--- src/pnns_pkg.sv ---
package pnns_pkg;

    // Field widths of the stream items and configuration registers.
    localparam int MODE_W  = 2;
    localparam int ADDR_W  = 18;
    localparam int IDX_W   = 8;
    localparam int COLOR_W = 32;
    localparam int COORD_W = 11;
    localparam int SDIM_W  = 10;
    localparam int DDIM_W  = 12;
    localparam int CCNT_W  = 9;

    // Scaled coordinate arithmetic: product, quotient and source address.
    localparam int PROD_W     = COORD_W + SDIM_W;
    localparam int QUO_W      = SDIM_W;
    localparam int SADDR_W    = 22;
    localparam int DIV_STAGES = QUO_W + 1;

    // Item kinds carried in tuser.
    localparam logic [MODE_W-1:0] MODE_LOAD_SRC = 2'd0;
    localparam logic [MODE_W-1:0] MODE_LOAD_PAL = 2'd1;
    localparam logic [MODE_W-1:0] MODE_REQUEST  = 2'd2;

    // Register indexes on the configuration port.
    localparam int REG_IDX_W = 3;
    localparam logic [REG_IDX_W-1:0] REG_SRC_WIDTH   = 3'd0;
    localparam logic [REG_IDX_W-1:0] REG_SRC_HEIGHT  = 3'd1;
    localparam logic [REG_IDX_W-1:0] REG_DST_WIDTH   = 3'd2;
    localparam logic [REG_IDX_W-1:0] REG_DST_HEIGHT  = 3'd3;
    localparam logic [REG_IDX_W-1:0] REG_COLOR_COUNT = 3'd4;

    typedef struct packed {
        logic [SDIM_W-1:0] src_width;
        logic [SDIM_W-1:0] src_height;
        logic [DDIM_W-1:0] dst_width;
        logic [DDIM_W-1:0] dst_height;
        logic [CCNT_W-1:0] color_count;
    } cfg_t;

    typedef struct packed {
        logic [MODE_W-1:0]  mode;
        logic [ADDR_W-1:0]  load_address;
        logic [IDX_W-1:0]   pixel_index;
        logic [COLOR_W-1:0] palette_color;
        logic [COORD_W-1:0] dest_x;
        logic [COORD_W-1:0] dest_y;
    } item_t;

    typedef struct packed {
        item_t             item;
        logic              in_range;
        logic [PROD_W-1:0] rem_x;
        logic [PROD_W-1:0] rem_y;
        logic [QUO_W-1:0]  q_x;
        logic [QUO_W-1:0]  q_y;
    } div_stage_t;

    typedef struct packed {
        item_t            item;
        logic             in_range;
        logic [QUO_W-1:0] row;
        logic [QUO_W-1:0] col;
    } coord_item_t;

endpackage

--- src/pnns_scale.sv ---
module pnns_scale (
    input  logic                  clk,
    input  logic                  rst_n,
    input  logic                  in_valid,
    output logic                  in_ready,
    input  pnns_pkg::item_t       in_item,
    input  pnns_pkg::cfg_t        cfg,
    output logic                  out_valid,
    input  logic                  out_ready,
    output pnns_pkg::coord_item_t out_item
);
    import pnns_pkg::*;

    localparam int NS = DIV_STAGES;

    div_stage_t  stage_reg  [NS];
    div_stage_t  stage_next [NS];
    logic [NS-1:0] valid_reg;
    logic [NS-1:0] valid_in;
    logic [NS:0]   en;

    // A stage loads when it is empty or its content moves on.
    always_comb
    begin
        en[NS] = out_ready;
        for (int k = NS - 1; k >= 0; k--)
        begin
            en[k] = !valid_reg[k] || en[k+1];
        end
    end

    assign valid_in = {valid_reg[NS-2:0], in_valid};

    // First stage: both products and the destination range check.
    always_comb
    begin
        stage_next[0].item     = in_item;
        stage_next[0].in_range = (DDIM_W'(in_item.dest_x) < cfg.dst_width) &&
                                 (DDIM_W'(in_item.dest_y) < cfg.dst_height);
        stage_next[0].rem_x    = PROD_W'(in_item.dest_x) * PROD_W'(cfg.src_width);
        stage_next[0].rem_y    = PROD_W'(in_item.dest_y) * PROD_W'(cfg.src_height);
        stage_next[0].q_x      = '0;
        stage_next[0].q_y      = '0;
    end

    // One restoring division step per stage, most significant quotient bit first.
    for (genvar k = 1; k < NS; k++)
    begin : g_div
        localparam int SH = QUO_W - k;
        logic [PROD_W-1:0] trial_x;
        logic [PROD_W-1:0] trial_y;

        always_comb
        begin
            trial_x       = PROD_W'(cfg.dst_width) << SH;
            trial_y       = PROD_W'(cfg.dst_height) << SH;
            stage_next[k] = stage_reg[k-1];
            if (stage_reg[k-1].rem_x >= trial_x)
            begin
                stage_next[k].rem_x  = stage_reg[k-1].rem_x - trial_x;
                stage_next[k].q_x[SH] = 1'b1;
            end
            if (stage_reg[k-1].rem_y >= trial_y)
            begin
                stage_next[k].rem_y  = stage_reg[k-1].rem_y - trial_y;
                stage_next[k].q_y[SH] = 1'b1;
            end
        end
    end

    always_ff @(posedge clk or negedge rst_n)
    begin
        if (!rst_n)
        begin
            valid_reg <= '0;
        end
        else
        begin
            for (int k = 0; k < NS; k++)
            begin
                if (en[k])
                begin
                    valid_reg[k] <= valid_in[k];
                end
            end
        end
    end

    always_ff @(posedge clk)
    begin
        for (int k = 0; k < NS; k++)
        begin
            if (en[k])
            begin
                stage_reg[k] <= stage_next[k];
            end
        end
    end

    assign in_ready          = en[0];
    assign out_valid         = valid_reg[NS-1];
    assign out_item.item     = stage_reg[NS-1].item;
    assign out_item.in_range = stage_reg[NS-1].in_range;
    assign out_item.row      = stage_reg[NS-1].q_y;
    assign out_item.col      = stage_reg[NS-1].q_x;

endmodule

--- config.mk ---
export PLATFORM = sky130hd
export DESIGN_NAME = pnns_scale
export DESIGN_NICKNAME = d
export VERILOG_FILES = /design/src/pnns_pkg.sv /design/src/pnns_scale.sv
export SDC_FILE = /design/constraint.sdc
export NUM_CORES = 2
export LEC_CHECK = 0
export ABC_CLOCK_PERIOD_IN_PS = 14600
export BUFFER_PORTS_ARGS = -buffer_cell sky130_fd_sc_hd__clkbuf_2
export CAP_MARGIN = 20
export CORE_MARGIN = 4
export CORE_UTILIZATION = 58
export DETAILED_ROUTE_END_ITERATION = 8
export HOLD_SLACK_MARGIN = 0.02
export PLACE_DENSITY = 0.75
export SKIP_LAST_GASP = 1
export SYNTH_ARGS = -nofsm -noshare
export SYNTH_HDL_FRONTEND = slang
export SYNTH_SLANG_ARGS = --single-unit
--- constraint.sdc ---
create_clock -name clk -period 14.6 [get_ports clk]
set_clock_uncertainty 0.15 [all_clocks]
set_input_delay 2.92 -clock clk [delete_from_list [all_inputs] [get_ports clk]]
set_output_delay 2.92 -clock clk [all_outputs]
set_load 0.01 [all_outputs]
==> Yosys cells after proc, flatten, opt, wreduce, memory -nomap -nowiden <==
Memory sizes are Yosys's and may differ from the RTL's.
Cells that the tools add are included.
{ "op_classes": {"addsub": 20, "n_mul": 2, "div": 0, "magnitude_cmp": 22, "n_eq_ne": 0, "shifts": 0, "muxes": 62, "bitwise": 0, "reduce_logical": 23} }
{ "op_table": {"columns": ["op", "count"], "rows": [
  ["two-way mux 21 bit", 20],
  ["greater-or-equal comparator 21 x 12 -> 1 bit", 2],
  ["greater-or-equal comparator 21 x 13 -> 1 bit", 2],
  ["greater-or-equal comparator 21 x 14 -> 1 bit", 2],
  ["greater-or-equal comparator 21 x 15 -> 1 bit", 2],
  ["greater-or-equal comparator 21 x 16 -> 1 bit", 2],
  ["greater-or-equal comparator 21 x 17 -> 1 bit", 2],
  ["greater-or-equal comparator 21 x 18 -> 1 bit", 2],
  ["greater-or-equal comparator 21 x 19 -> 1 bit", 2],
  ["greater-or-equal comparator 21 x 20 -> 1 bit", 2],
  ["greater-or-equal comparator 21 bit", 2],
  ["multiplier 11 x 10 -> 21 bit", 2],
  ["two-way mux 1 bit", 42],
  ["subtractor 21 x 12 -> 21 bit", 2],
  ["subtractor 21 x 13 -> 21 bit", 2],
  ["subtractor 21 x 14 -> 21 bit", 2],
  ["subtractor 21 x 15 -> 21 bit", 2],
  ["subtractor 21 x 16 -> 21 bit", 2],
  ["subtractor 21 x 17 -> 21 bit", 2],
  ["subtractor 21 x 18 -> 21 bit", 2],
  ["subtractor 21 x 19 -> 21 bit", 2],
  ["subtractor 21 x 20 -> 21 bit", 2],
  ["subtractor 21 bit", 2],
  ["less-than comparator 11 x 12 -> 1 bit", 2],
  ["other kinds (3)", 23]
]} }
{ "word_totals": {"regBits": 11, "latch_bits": 0, "ramBits": 1595, "romBits": 0, "inputBits": 139, "elab_cells": 141, "n_memories": 1} }
{ "memory_table": {"columns": ["name", "words", "width", "read_ports", "rd_clocked_by_memory_dff", "wr", "line", "source"], "rows": [
  ["stage_reg", 11, 145, 11, 0, 11, "pnns_scale.sv:16", "div_stage_t stage_reg [NS];"]
]} }

==> Depth between registers and ports, before layout <==
{ "logic_depth": {"ltp_word": 14, "mapped_depth": 20, "mapped_depth_nobuf": 19} }

==> Least setup slack after synthesis <==
No wires, ideal clock.
{ "synth_timing": {"kind": "input to output", "from": "input out_ready", "to": "output in_ready", "arrival_time_ns": 9.732, "required_ns": 11.530, "path_slack_ns": 1.798, "cell_stages": 7, "n_path_buf": 0, "path_cell_list": "nor2b_1 -> nand2_1 -> nor2_1 -> and2_1 -> and3_1 -> and3_1 -> nand2_1"} }
{ "synth_via": {"elab_chain_cells": 11} }
{ "synth_rtl": {"columns": ["item", "line", "source"], "rows": [
  ["start: declaration", "pnns_scale.sv:9", "input logic out_ready,"],
  ["logical OR 1 bit (2 in a row)", "pnns_scale.sv:28", "en[k] = !valid_reg[k] || en[k+1];"],
  ["net en[9]", "pnns_scale.sv:20", "logic [NS:0] en;"],
  ["logical OR 1 bit (9 in a row)", "pnns_scale.sv:28", null],
  ["end: declaration", "pnns_scale.sv:5", "output logic in_ready,"]
]} }
The timed path passes the listed nets, and every way through them passes these cells.

==> Final worst setup path <==
Same ends and word-level chain as after synthesis.

==> impl_metrics.tcl <==
set metrics [dict create \
    status "finished clean" \
    finalSetupViolCount 0 \
    syn_nets 5085 \
    final_layout_size_suffix_gt1_share_pct 12.4 \
    synthToLayoutAreaGrowth_pct 11.8 \
    power_density_nw_per_um2 210 \
    cts-root-buf "clkbuf_16" \
    fin_crit_sh_pct 60.4 \
    cp-endpoint "in_ready" \
    intPower_w 0.0106 \
    fin_nets 5416 \
    async_flop_share_pct 0.757 \
    synthTopCellsByCount "1443 x edfxtp_1, 372 x ha_1, 262 x inv_1" \
    irDropWorstVdd_mv 0.100 \
    rsz0062_at_grt "false" \
    io_buffers 234 \
    reg2reg_to "stage_reg[0][29]" \
    seqPwrFrac_pct 44.2 \
    dpl_cell_area_um2 68900 \
    synth_cell_types 82 \
    synth_top_area_share_pct 65.8 \
    synthMostInstantiatedCell "edfxtp_1" \
    synth_seq_cells 1454 \
    core_um2 113000 \
    cts_made_buffers 140 \
    gr-usage-met2_pct 35.2 \
    cpLargestDelayFamily "simple AND/OR/NAND/NOR gates" \
    busiest_layer "met2" \
    crit_fanout 18 \
    final-max-slew-violation-count 0 \
    synthCells 4416 \
    synth_ff_type "edfxtp_1" \
    regToRegStartpoint "valid_reg[10]" \
    relSlewSlack_pct 28.1 \
    io-pin-count 244 \
    p_leak_nw 29.0 \
    wl_per_cell_um 19.5 \
    cp_slowest_stage_delay_ns 0.60 \
    synth_enable_flop_cells 1443 \
    cts_max_path_buffers 3 \
    die_h_um 345 \
    clk_latency_ns 0.73 \
    start_util_pct 58.5 \
    grt-ovfl-total 0 \
    finalWirelength_mm 124 \
    period_needed_ns 8.81 \
    drc_errors 0 \
    cts_hold_buf 0 \
    synth_area_leader_cell "edfxtp_1" \
    dieArea_um2 119000 \
    grt_use_met1_pct 27.4 \
    ctsResizeCount 0 \
    fin_setup_tns_ns 0 \
    syn-cell-area_um2 65900 \
    startpoint "out_ready" \
    drtIter0Drc 2433 \
    syn_area_per_cell_um2 14.9 \
    clock_power_share_pct 23.6 \
    start_kind "input port" \
    largest_register_ff_count 1443 \
    drv_cap 0 \
    fp-row-count 123 \
    hold_path_class "register to register" \
    die_w_um 345 \
    track_usage_pct 20.8 \
    cts_setup_buffers 0 \
    antenna_found_initial 4 \
    tritoncts "done" \
    drt_pre_antenna_iters 5 \
    critPathCaptureType "primary output" \
    first_global_vias 36900 \
    drt.antenna.violating_nets 0 \
    cp.required_ns 11.53 \
    htree_levels 4 \
    crit_slowest_cell "nor2b_1" \
    path_buf_inv 2 \
    grt_pass1_wl_mm 197 \
    ys_seq_area_share_pct 66.2 \
    cts_sinks 1454 \
    swShare_pct 31.2 \
    crit_chain "clkbuf_2 -> nor2b_1 -> nand2_4 -> nor2_1 -> and2_1 -> and3_1 -> and3_1 -> nand2_4 -> clkbuf_2" \
    yosys_warnings 0 \
    cp.depth 9 \
    place_hpwl_mm 85.6 \
    fmax_mhz 113 \
    crit_arrival_ns 5.74 \
    gr-usage-met3_pct 3.32 \
    critical_path_class "input port to primary output" \
    worst_slew_pin_slew_ns 1.05 \
    fin_area_um2 73700 \
    cts.clk_slew.worst_paths_ns 0.06 \
    synth_area_leaders "edfxtp_1 66%, ha_1 7.1%, fa_1 4.8%" \
    ff2ff_path_depth 9 \
    grt_max_degree 78 \
    globalplace.congestion 0.892 \
    netSwitchingPower_w 0.00483 \
    hold_viol 0 \
    pwr-share-comb_pct 32.2 \
    post_drt_via_cell_ratio 5.66 \
    power_w 0.0155 \
    vias 36000 \
    r2r_setup_slack_ns 10.47 \
]
==> power by group through the flow <==
stage | Combinational, W | Clock, W | Sequential [W]
after floorplan | 0.00390 | 0 | 0.00678
after global placement | 0.00476 | 0 | 0.00684
after detailed placement | 0.00490 | 0 | 0.00690
after CTS | 0.00496 | 0.00375 | 0.00685
after global routing | 0.00559 | 0.00393 | 0.00696
final | 0.00497 | 0.00366 | 0.00684
==> routing by layer <==
layer	vias up	wire, um
met5	-	0
met4	0	4400
met3	276	6830
met2	1023	60700
met1	17500	52200
li1	17200	-
==> layout make-up <==
type                       instances  area, um2
tap                             1500       1880
timing repair buffer             264       1410
clock buffer                     168       3630
clock inverter                    84       1090
fill                            7828      39000
antenna                            1       2.50
inverter                         266       1020
multi-input combinational       2621      21000
sequential                      1454      43600
==> stage by stage <==
step	utilization, %	instances	setup WS, ns	hold slack, ns
after global routing	65.4	6357	5.63	0.258
after detailed placement	61.2	6104	5.90	0.255
after floorplan	-	4416	1.80	0.250
after global placement	61.2	6103	5.96	0.250
final	65.4	6358	5.79	0.252
after CTS	65.4	6356	5.78	0.252
==> layout by cell type (no fill, tap or decap), types with 14 or more instances in the layout <==
cell type | synthesis | final
a211oi_1 | 28 | 28
a21o_1 | 76 | 76
a21oi_1 | 215 | 215
a31oi_1 | 18 | 18
and2_1 | 139 | 139
buf_4 | 0 | 28
bufinv_16 | 0 | 18
clkbuf_1 | 61 | 27
clkbuf_16 | 0 | 141
clkbuf_2 | 0 | 234
clkinv_1 | 1 | 23
clkinv_2 | 0 | 19
edfxtp_1 | 1443 | 1443
fa_1 | 158 | 158
ha_1 | 372 | 372
inv_1 | 262 | 257
mux2_2 | 86 | 86
mux2i_1 | 21 | 21
nand2_1 | 251 | 247
nand2b_1 | 60 | 60
nand3_1 | 51 | 50
nand4_1 | 29 | 29
nor2_1 | 215 | 215
nor2b_1 | 52 | 52
nor3_1 | 60 | 60
nor3b_1 | 14 | 14
nor4_1 | 39 | 39
o211ai_1 | 14 | 14
o21a_1 | 50 | 50
o21ai_0 | 163 | 162
o21bai_1 | 23 | 23
o31a_1 | 18 | 18
o31ai_1 | 26 | 26
or2_2 | 14 | 14
or3_1 | 17 | 17
xnor2_1 | 133 | 133
xor2_1 | 100 | 100
==> how the worst min path moves through the flow <==
stage / slack [ns] / start / end / cells past startpoint
after detailed placement: 0.25 / stage_reg[9][134] / stage_reg[10][134] / 0
after CTS: 0.25 / stage_reg[2][9] / stage_reg[3][9] / 0
final: 0.25 / stage_reg[1][98] / stage_reg[2][98] / 0
after global routing: 0.26 / stage_reg[2][9] / stage_reg[3][9] / 0
after floorplan: 0.25 / stage_reg[9][100] / stage_reg[10][100] / 0
after global placement: 0.25 / stage_reg[7][90] / stage_reg[8][90] / 0
==> kinds of logic (layout without fill, tap and decap cells) <==
group / after synthesis / in the layout / synth area share (%)
AOI/OAI and AO/OA: 742 / 742 / 7.23
adders and majority gates: 530 / 530 / 11.9
muxes: 108 / 108 / 1.81
DFF: 1454 / 1454 / 66.2
buffers and inverters: 341 / 782 / 1.96
xor gates and xnor gates: 233 / 233 / 3.10
and+or+nand+nor: 1008 / 1008 / 7.83
other: 0 / 1 / 0
Note: power is estimated with default switching activity, not from simulation.
